--- config.mk ---
export PLATFORM = sky130hd
export DESIGN_NAME = display_line_framer
export DESIGN_NICKNAME = d
export VERILOG_FILES = /design/src/hw/rtl/dlf_pkg.sv /design/src/hw/rtl/dlf_datapath.sv /design/src/hw/rtl/dlf_controller.sv /design/src/hw/rtl/display_line_framer.sv
export SDC_FILE = /design/constraint.sdc
export NUM_CORES = 1
export LEC_CHECK = 0
export ABC_AREA = 1
export BUFFER_PORTS_ARGS = -buffer_cell sky130_fd_sc_hd__buf_2
export CORE_MARGIN = 2
export CORE_UTILIZATION = 55
export CTS_CLUSTER_DIAMETER = 200
export CTS_CLUSTER_SIZE = 40
export DETAILED_ROUTE_END_ITERATION = 7
export GPL_TIMING_DRIVEN = 0
export HOLD_SLACK_MARGIN = 0.06
export PLACE_DENSITY = 0.82
export RECOVER_POWER = 50
export SYNTH_ARGS = -nofsm -noshare
export SYNTH_HDL_FRONTEND = slang
export SYNTH_SLANG_ARGS = --single-unit
--- constraint.sdc ---
create_clock -name clk_i -period 2.36 [get_ports clk_i]
set_input_delay 0.472 -clock clk_i [delete_from_list [all_inputs] [get_ports clk_i]]
set_output_delay 0.472 -clock clk_i [all_outputs]
set_load 0.1 [all_outputs]
--- src/hw/rtl/dlf_pkg.sv ---
package dlf_pkg;

  // Byte sources for the transmit register.
  typedef enum logic [2:0] {
    SEL_TABLE,
    SEL_LETTER,
    SEL_MSG,
    SEL_HEX_HI,
    SEL_HEX_LO
  } byte_sel_e;

  // Index into the table of fixed frame bytes.
  typedef logic [3:0] tidx_t;

  // Positions in the fixed frame byte table.
  localparam tidx_t TIDX_START    = 4'd0;   // 0x0D opening the write frame
  localparam tidx_t TIDX_CMD      = 4'd1;   // first of 'O','0','0','0','1'
  localparam tidx_t TIDX_WR_END   = 4'd6;   // 0x0A closing the write frame
  localparam tidx_t TIDX_EXEC_END = 4'd15;  // 0x0A closing the execute frame

  // Commands from the controller to the datapath.
  typedef struct packed {
    logic      take_letter;
    logic      store_byte;
    logic      rd_first;
    logic      rd_en;
    logic      rd_next;
    logic      load_out;
    byte_sel_e sel;
    tidx_t     tidx;
    logic      last;
  } dlf_cmd_t;

  // Status from the datapath to the controller.
  typedef struct packed {
    logic out_free;
    logic line_end;
    logic msg_empty;
    logic msg_last;
  } dlf_stat_t;

endpackage

--- src/hw/rtl/dlf_datapath.sv ---
module dlf_datapath #(
  parameter int MAX_MESSAGE = 32
) (
  input  logic              clk_i,
  input  logic              rst_ni,
  input  logic [7:0]        rx_byte_i,
  input  logic              out_ready_i,
  input  dlf_pkg::dlf_cmd_t cmd_i,
  output dlf_pkg::dlf_stat_t stat_o,
  output logic              out_valid_o,
  output logic [7:0]        tx_byte_o,
  output logic              last_byte_o
);

  localparam int CntW  = $clog2(MAX_MESSAGE + 1);
  localparam int AddrW = (MAX_MESSAGE > 1) ? $clog2(MAX_MESSAGE) : 1;

  localparam logic [7:0] LINE_END = 8'h25;
  // Header bytes 'O','0','0','0','1' plus the starting value 13, folded mod 256.
  localparam logic [7:0] CHK_OFFSET = 8'((13 + 8'h4F + 3 * 8'h30 + 8'h31) % 256);

  function automatic logic [7:0] frame_table(dlf_pkg::tidx_t idx);
    logic [7:0] b;
    case (idx)
      4'd0:    b = 8'h0D;
      4'd1:    b = 8'h4F;
      4'd2:    b = 8'h30;
      4'd3:    b = 8'h30;
      4'd4:    b = 8'h30;
      4'd5:    b = 8'h31;
      4'd6:    b = 8'h0A;
      4'd7:    b = 8'h0D;
      4'd8:    b = 8'h5A;
      4'd9:    b = 8'h44;
      4'd10:   b = 8'h30;
      4'd11:   b = 8'h30;
      4'd12:   b = 8'h31;
      4'd13:   b = 8'h33;
      4'd14:   b = 8'h43;
      4'd15:   b = 8'h0A;
      default: b = 8'h00;
    endcase
    return b;
  endfunction

  function automatic logic [7:0] hex_char(logic [3:0] v);
    logic [7:0] b;
    if (v < 4'd10) begin
      b = 8'h30 + {4'd0, v};
    end else begin
      b = 8'h41 + {4'd0, v - 4'd10};
    end
    return b;
  endfunction

  logic [7:0]      mem_q [MAX_MESSAGE];
  logic [7:0]      rd_data_q;
  logic [7:0]      letter_q;
  logic [7:0]      sum_q;
  logic [CntW-1:0] count_q;
  logic [CntW-1:0] rd_idx_q;
  logic            out_valid_q;
  logic [7:0]      tx_q;
  logic            last_q;
  logic [7:0]      chk;
  logic [7:0]      out_byte;
  logic            full;

  assign full = (count_q == CntW'(MAX_MESSAGE));
  assign chk  = sum_q + CHK_OFFSET;

  always_comb begin
    case (cmd_i.sel)
      dlf_pkg::SEL_LETTER: out_byte = letter_q;
      dlf_pkg::SEL_MSG:    out_byte = rd_data_q;
      dlf_pkg::SEL_HEX_HI: out_byte = hex_char(chk[7:4]);
      dlf_pkg::SEL_HEX_LO: out_byte = hex_char(chk[3:0]);
      default:             out_byte = frame_table(cmd_i.tidx);
    endcase
  end

  // Message store: one write port at the fill count, one registered read port.
  always_ff @(posedge clk_i) begin
    if (cmd_i.store_byte && !full) begin
      mem_q[count_q[AddrW-1:0]] <= rx_byte_i;
    end
    if (cmd_i.rd_en) begin
      rd_data_q <= mem_q[rd_idx_q[AddrW-1:0]];
    end
  end

  always_ff @(posedge clk_i or negedge rst_ni) begin
    if (!rst_ni) begin
      letter_q    <= 8'd0;
      sum_q       <= 8'd0;
      count_q     <= '0;
      rd_idx_q    <= '0;
      out_valid_q <= 1'b0;
    end else begin
      if (cmd_i.take_letter) begin
        letter_q <= rx_byte_i;
        sum_q    <= rx_byte_i;
        count_q  <= '0;
      end else if (cmd_i.store_byte && !full) begin
        sum_q   <= sum_q + rx_byte_i;
        count_q <= count_q + CntW'(1);
      end
      if (cmd_i.rd_first) begin
        rd_idx_q <= '0;
      end else if (cmd_i.rd_next) begin
        rd_idx_q <= rd_idx_q + CntW'(1);
      end
      if (cmd_i.load_out) begin
        out_valid_q <= 1'b1;
      end else if (out_ready_i) begin
        out_valid_q <= 1'b0;
      end
    end
  end

  always_ff @(posedge clk_i) begin
    if (cmd_i.load_out) begin
      tx_q   <= out_byte;
      last_q <= cmd_i.last;
    end
  end

  assign stat_o.out_free  = !out_valid_q || out_ready_i;
  assign stat_o.line_end  = (rx_byte_i == LINE_END);
  assign stat_o.msg_empty = (count_q == '0);
  assign stat_o.msg_last  = (CntW'(rd_idx_q + CntW'(1)) == count_q);

  assign out_valid_o = out_valid_q;
  assign tx_byte_o   = tx_q;
  assign last_byte_o = last_q;

endmodule

--- src/hw/rtl/dlf_controller.sv ---
module dlf_controller (
  input  logic               clk_i,
  input  logic               rst_ni,
  input  logic               in_valid_i,
  output logic               in_ready_o,
  input  dlf_pkg::dlf_stat_t stat_i,
  output dlf_pkg::dlf_cmd_t  cmd_o
);

  typedef enum logic [2:0] {
    S_LETTER,
    S_TEXT,
    S_HEAD,
    S_MSG_RD,
    S_MSG_LD,
    S_TAIL
  } state_e;

  // Head covers 0x0D, the letter and the command; tail covers the checksum,
  // 0x0A and the whole execute frame.
  localparam logic [3:0] HEAD_LAST = 4'd6;
  localparam logic [3:0] TAIL_LAST = 4'd11;
  localparam logic [3:0] TAIL_TBL  = 4'd4;

  state_e     state_q, state_d;
  logic [3:0] step_q, step_d;
  logic       accept;

  assign in_ready_o = (state_q == S_LETTER) || (state_q == S_TEXT);
  assign accept     = in_valid_i && in_ready_o;

  always_comb begin
    cmd_o   = '0;
    state_d = state_q;
    step_d  = step_q;
    unique case (state_q)
      S_LETTER: begin
        if (accept) begin
          cmd_o.take_letter = 1'b1;
          state_d           = S_TEXT;
        end
      end
      S_TEXT: begin
        if (accept) begin
          if (stat_i.line_end) begin
            state_d = S_HEAD;
            step_d  = 4'd0;
          end else begin
            cmd_o.store_byte = 1'b1;
          end
        end
      end
      S_HEAD: begin
        if (step_q == 4'd0) begin
          cmd_o.tidx = dlf_pkg::TIDX_START;
        end else if (step_q == 4'd1) begin
          cmd_o.sel = dlf_pkg::SEL_LETTER;
        end else begin
          cmd_o.tidx = dlf_pkg::TIDX_CMD + (step_q - 4'd2);
        end
        if (stat_i.out_free) begin
          cmd_o.load_out = 1'b1;
          if (step_q == HEAD_LAST) begin
            step_d = 4'd0;
            if (stat_i.msg_empty) begin
              state_d = S_TAIL;
            end else begin
              cmd_o.rd_first = 1'b1;
              state_d        = S_MSG_RD;
            end
          end else begin
            step_d = step_q + 4'd1;
          end
        end
      end
      S_MSG_RD: begin
        cmd_o.rd_en = 1'b1;
        state_d     = S_MSG_LD;
      end
      S_MSG_LD: begin
        cmd_o.sel = dlf_pkg::SEL_MSG;
        if (stat_i.out_free) begin
          cmd_o.load_out = 1'b1;
          if (stat_i.msg_last) begin
            state_d = S_TAIL;
            step_d  = 4'd0;
          end else begin
            cmd_o.rd_next = 1'b1;
            state_d       = S_MSG_RD;
          end
        end
      end
      S_TAIL: begin
        if (step_q == 4'd0) begin
          cmd_o.sel = dlf_pkg::SEL_HEX_HI;
        end else if (step_q == 4'd1) begin
          cmd_o.sel = dlf_pkg::SEL_HEX_LO;
        end else begin
          cmd_o.tidx = step_q + TAIL_TBL;
        end
        cmd_o.last = (step_q == TAIL_LAST);
        if (stat_i.out_free) begin
          cmd_o.load_out = 1'b1;
          if (step_q == TAIL_LAST) begin
            state_d = S_LETTER;
            step_d  = 4'd0;
          end else begin
            step_d = step_q + 4'd1;
          end
        end
      end
      default: begin
        state_d = S_LETTER;
      end
    endcase
  end

  always_ff @(posedge clk_i or negedge rst_ni) begin
    if (!rst_ni) begin
      state_q <= S_LETTER;
      step_q  <= 4'd0;
    end else begin
      state_q <= state_d;
      step_q  <= step_d;
    end
  end

endmodule

--- src/hw/rtl/display_line_framer.sv ---
// Display line framer. Received bytes arrive as requests on the input channel,
// one byte per request: the first byte of a line is its memory letter, every
// later byte other than '%' is message text, of which the first MAX_MESSAGE
// bytes are kept and the rest dropped, and a '%' ends the line. Ending a line
// streams a write frame (0x0D, letter, "O0001", message, two uppercase hex
// checksum characters, 0x0A) followed by the execute frame "\rZD0013C\n" on the
// output channel, with last_byte_o high on the closing 0x0A of the execute
// frame. While a line is being received, each letter, text or '%' byte is
// taken as soon as it is offered; after a '%' the input is held off until the
// last byte of the execute frame has been loaded into the output register.
// Header and trailer bytes go out one per cycle while the output is not
// stalled, whereas each message byte must first be read from the message
// memory, which has a single registered read port. The final byte of the
// frames may still be waiting in the output register while the next line's
// letter is accepted. There is no clearing pass after reset; the message
// memory is only read up to its fill count.
module display_line_framer #(
  parameter int MAX_MESSAGE = 32
) (
  input  logic       clk_i,
  input  logic       rst_ni,
  input  logic       in_valid_i,
  output logic       in_ready_o,
  input  logic [7:0] rx_byte_i,
  output logic       out_valid_o,
  input  logic       out_ready_i,
  output logic [7:0] tx_byte_o,
  output logic       last_byte_o
);

  // The controller sequences the frames; the datapath owns the message store,
  // the checksum and the transmit register.
  dlf_pkg::dlf_cmd_t  cmd;
  dlf_pkg::dlf_stat_t stat;

  dlf_controller u_controller (
    .clk_i      (clk_i),
    .rst_ni     (rst_ni),
    .in_valid_i (in_valid_i),
    .in_ready_o (in_ready_o),
    .stat_i     (stat),
    .cmd_o      (cmd)
  );

  dlf_datapath #(
    .MAX_MESSAGE (MAX_MESSAGE)
  ) u_datapath (
    .clk_i       (clk_i),
    .rst_ni      (rst_ni),
    .rx_byte_i   (rx_byte_i),
    .out_ready_i (out_ready_i),
    .cmd_i       (cmd),
    .stat_o      (stat),
    .out_valid_o (out_valid_o),
    .tx_byte_o   (tx_byte_o),
    .last_byte_o (last_byte_o)
  );

endmodule

Yosys cells after proc, flatten, opt, wreduce, memory -nomap -nowiden:

Memory sizes are Yosys's and may differ from the RTL's. A register that Yosys moved wholly into a read port is not among the register bits.
Cells that the tools add are included.

* flip-flop bits (word level): 45
* memory bits (writable): 256
* bits in read-only memories: 112
* input port bits: 12
* output and inout port bits: 11
* word-level logic and storage cells: 123
* memories: 2

Memories
* u_datapath.mem_q: words 32, width 8, rd ports 1, clocked after memory_dff 1, write ports 1, RTL line dlf_datapath.sv:56 `logic [7:0] mem_q [MAX_MESSAGE];`
* (name not given): words 16, width 7, rd ports 1, clocked after memory_dff 0, write ports 0, RTL line dlf_datapath.sv:24 `case (idx)`

* add/sub/neg operators: 14
* magnitude comparators: 2
* eq/ne operators: 24
* mux-type cells: 57
* reduce and logical (&&, ||, !) cells: 15

Operator list (count)
* two-way mux 4 bit: 12
* two-way mux 3 bit: 12
* two-way mux 8 bit: 4
* one-hot mux 8 bit (4 select lines): 1
* two-way mux 6 bit: 4
* two-way mux 1 bit: 19
* one-hot mux 3 bit (6 select lines): 1
* adder 7 x 4 -> 8 bit (first input constant): 2
* one-hot mux 4 bit (4 select lines): 1
* adder 6 x 4 -> 7 bit (first input constant): 2
* adder 6 x 1 -> 6 bit (second input constant): 2
* == test 3 x 2 -> 1 bit (second input constant): 4
* one-hot mux 4 bit (3 select lines): 1
* != test 2 bit (second input constant): 5
* == test 3 bit (second input constant): 3
* adder 8 x 5 -> 8 bit (second input constant): 1
* adder 8 bit: 1
* == test 8 x 6 -> 1 bit (second input constant): 1
* < comparator 4 bit (second input constant): 2
* != test 2 x 1 -> 1 bit (second input constant): 4
* one-hot mux 4 bit (2 select lines): 1
* AND reduction 8 bit: 1
* subtractor 4 bit (second input constant): 2
* AND reduction 7 bit: 1
* 19 further kinds: 25

Longest topological paths before layout:

* depth in word-level cells: 8
* mapped depth: 14

By module:

From an unflattened synthesis, not the netlist that was laid out.

* cell total of the unflattened synthesis: 1261
* area, all modules: 13953.4 sq um

By module, submodules not included
* dlf_datapath: instances 1, cells an instance 1128, area an instance 13113.8 sq um, seq. area each 8923.6 sq um
* dlf_controller: instances 1, cells an instance 133, area an instance 839.6 sq um, seq. area each 175.2 sq um

Worst setup path before layout:

No wires, ideal clock.

* path type: register to register
* start: register u_controller.state_q[2]
* end: memory u_datapath.mem_q[7][0], enable pin
* library setup time: 0.385 ns
* data arrival time: 3.128 ns
* data required time: 1.975 ns
* slack: -1.153 ns
* cell stages (with the launch flop): 7
* buffers on the path: 1
* period minus slack after synthesis: 3.513 ns
* path through: dfrtp_1 -> nor2_1 -> nand2_1 -> inv_1 -> nand4_2 -> buf_2 -> nor3b_1

* word-level cells in the longest chain between the ends: 8

Ends and longest elaborated chain
* from (decl): RTL line dlf_controller.sv:25 `state_e state_q, state_d;`
* from (signal assigned): RTL line dlf_controller.sv:123 `state_q <= state_d;`
* == test 3 x 1 -> 1 bit or logical NOT 3 bit (tied branches): RTL line dlf_controller.sv:29 `assign in_ready_o = (state_q == S_LETTER) || (state_q == S_TEXT);`
* logical OR 1 bit *: RTL line dlf_controller.sv:29
* named net in_ready_o: RTL line display_line_framer.sv:23 `output logic in_ready_o,`
* logical AND 1 bit *: RTL line dlf_controller.sv:30 `assign accept = in_valid_i && in_ready_o;`
* two-way mux 1 bit *: RTL line dlf_controller.sv:44 `if (accept) begin`
* two-way mux 1 bit *: RTL line dlf_controller.sv:36 `unique case (state_q)`
* logical AND 1 bit *: RTL line dlf_datapath.sv:84 `if (cmd_i.store_byte && !full) begin`
* two-way mux 1 bit *: RTL line dlf_datapath.sv:84
* two-way mux 1 bit (implied by the code) *: RTL line dlf_datapath.sv:85 `mem_q[count_q[AddrW-1:0]] <= rx_byte_i;`
* to (decl): RTL line dlf_datapath.sv:56

Mark *: on every way through the listed nets, which the timed path passes. The rest lies on a longest branch.

==> results.json <==
{
  "run_status": "finished, violations left",
  "failing_checks": "setup timing",
  "cell_leakage_power_uw": 0.00581,
  "syn_area_um2": 14100,
  "share_of_final_layout_standard_cells_stronger_than_drive_strength_1_pct": 12.9,
  "drc": 0,
  "design.core.area_um2": 25200,
  "insertedDiodeCount": 0,
  "dieWidth_um": 164,
  "ratio_of_final_minimum_period_to_clock_period_pct": 101,
  "tritoncts_clock_tree": "built",
  "final.setup.tns_ns": -0.0310,
  "synth.avg_cell_area_um2": 10.5,
  "flow.area_growth_from_synthesis_pct": 10.6,
  "synth.largest_area_cell": "edfxtp_1",
  "r2r_setup_slack_ns": -0.03,
  "synthesis.yosys.warnings": 0,
  "final_number_of_max_transition_violations": 0,
  "wl_met2_mm": 16.9,
  "route.detailed.wl_per_inst_um": 20.7,
  "htreeDepth": 1,
  "num_vias": 10700,
  "die_area_um2": 27000,
  "track_usage_pct": 27.0,
  "setup_ws_final_ns": -0.0310,
  "ant_nets": 0,
  "drt-total-wl_mm": 36.2,
  "avgViaCountPerCell": 6.13,
  "clock_sink_count": 309,
  "largest_net_degree_at_the_start_of_global_routing": 42,
  "synth-async-reset-ratio_pct": 11.7,
  "design_area_um2": 15600,
  "routed.top_layer": "met4",
  "yosysTopAreaCellShare_pct": 58.0,
  "portBuffers": 22,
  "synthMostInstantiatedCell": "edfxtp_1",
  "hpwl_mm": 24.0,
  "fin_util_pct": 62.1,
  "post-route-min-period_ns": 2.39,
  "placed_cells_incl_taps": 1704,
  "ioPinCount": 23,
  "first_global_vias": 10000,
  "met3WireLength_mm": 3.55,
  "timing.critical_path.fanout_max": 10,
  "syn-instance-count": 1350,
  "place_area_um2": 14800,
  "grt_pass1_wl_mm": 55.4,
  "drt-initial-drc-count": 1540,
  "fin_worst_skew_ns": 0.0301,
  "gp_routability_congestion": 0.996,
  "netlist_top_cells_area": "edfxtp_1, dfrtp_1, nand2_1",
  "number_of_nets_at_the_end_of_the_flow": 1450,
  "start_kind": "flip-flop",
  "synth_edf_count": 273,
  "arrival_ns": 2.76,
  "layoutNonFillerInstCount": 1745,
  "wl_met1_mm": 14.3,
  "min_path_type": "input pin to flip-flop",
  "start_util_pct": 56.2,
  "final_hold_viol_count": 0,
  "transition_time_of_the_tightest_slew_check_pin_ns": 0.911,
  "timing.critical_path.required_ns": 2.73,
  "clk_path_buf_depth": 3,
  "filler_cell_count_in_the_final_layout": 1868,
  "cts-root-buf": "clkbuf_16",
  "setup_viol_count_final": 1,
  "yosysSeqAreaShare_pct": 64.3,
  "mappedNetlistNets": 1387,
  "synth_seq_cells": 309,
  "cts.reportedPaths.clkPinSlew_ns": 0.15,
  "power_density_nw_per_um2": 1040,
  "timing_worst_setup_path_type": "flip-flop to flip-flop",
  "vdd_drop_max_mv": 1.08,
  "tritoncts_buffer_count": 11,
  "antenna_found_initial": 0,
  "synth_cell_type_count": 39,
  "drtPass1Iterations": 8,
  "grt.overflow.total": 0,
  "maxCapViolCount": 0,
  "die_y_um": 164,
  "worstSkewPairLatency_ns": 0.51,
  "synth_commonest_cells": "edfxtp_1, nand2_1, nor2_1",
  "placement_rows": 58,
  "max-slew-margin-rel_pct": 39.3,
  "fmax_mhz": 418,
  "synth_top_flop_cell": "edfxtp_1",
  "endpoint_kind": "flip-flop"
}
flip-flops by register name (all words and copies together), names as in the netlist:
name and cells:
u_controller.state_q 3, u_controller.step_q 4, u_datapath.count_q 6, u_datapath.last_byte_o 1
u_datapath.letter_q 8, u_datapath.mem_q 256, u_datapath.out_valid_o 1, u_datapath.rd_data_q 8
u_datapath.rd_idx_q 6, u_datapath.sum_q 8, u_datapath.tx_byte_o 8
critical path, stage by stage (launching register included):
cell and delay, ns:
dfrtp_1 0.40, buf_4 0.20, inv_2 0.08, buf_4 0.17, buf_2 0.23, o21ai_0 0.09, o21ai_0 0.36, a21oi_1 0.13
a21oi_1 0.27, o21ai_1 0.18, nand2_1 0.13
cells by family after synthesis:
| family | share of synthesized area (%) |
|---|---|
| xor gates and xnor gates | 1.05 |
| AOI/OAI and AO/OA | 10.3 |
| buffers and inverters | 4.55 |
| adders and majority gates | 2.27 |
| and+or+nand+nor | 17.5 |
| DFF | 64.3 |
routing by layer:
layer  global-route usage [%]  vias up
met5                        0        -
met2                     43.9      684
li1                         -     4842
met1                     37.5     5069
met3                     4.09      107
met4                     9.33        0
worst paths after layout:
check / start / endpoint / cells past startpoint
hold / removal: out_ready_i / u_datapath.out_valid_o / 4
min in group asynchronous: rst_ni / u_controller.step_q[3] / 2
hold reg to reg: u_datapath.letter_q[3] / u_datapath.letter_q[3] / 2
setup / recovery: u_datapath.rd_idx_q[0] / u_datapath.rd_data_q[3] / 10
max in group asynchronous: rst_ni / u_datapath.count_q[0] / 2
setup reg to reg: u_datapath.rd_idx_q[0] / u_datapath.rd_data_q[3] / 10
per-stage QoR:
| step | setup slack (ns) | hold WS (ns) | power [uW] |
|---|---|---|---|
| after floorplan | -0.229 | 0.176 | 11700 |
| after global routing | -0.0499 | 0.397 | 17200 |
| final | -0.0310 | 0.377 | 16300 |
| after detailed placement | -1.10 | 0.507 | 13600 |
| after global placement | -1.19 | 0.510 | 13400 |
| after CTS | -0.111 | 0.357 | 16000 |
where the power goes:
group          internal, uW  switching (uW)
combinational          2050            5170
clock                   887            1530
sequential             6400             281
total                  9340            6980
cells in the final DEF (no fill, tap or decap), types with 12 or more instances in the layout:
cell,n
dfrtp_1,29
edfxtp_1,273
nand2_1,236
nor2_1,176
nor3_1,19
a21oi_1,30
o21ai_0,157
nand4_1,12
o21ai_1,20
o22ai_1,49
nand3_1,75
ha_1,23
inv_1,73
buf_2,43
nor2_4,30
clkbuf_1,21
buf_4,25
final cells by class:
type                    count  area (um^2)  area share (%)
flip-flops and latches    309         9110            58.2
multi-input cells         894         4700            30.1
repair buffers             50          465            2.98
well taps                 330          413            2.64
plain buffers              62          329            2.10
inverters                  85          324            2.07
clock buffers              14          287            1.83
clock inverters             1         16.3           0.104
timing repair:
action	in CTS	in global routing
pin swaps	14	5
endpoints found under the hold margin	9	0
gates resized for setup	30	52
setup buffers	19	6
cloned	0	0
hold buffers	1	0
setup endpoints to repair	240	265
Note: power is estimated with default switching activity, not from simulation.
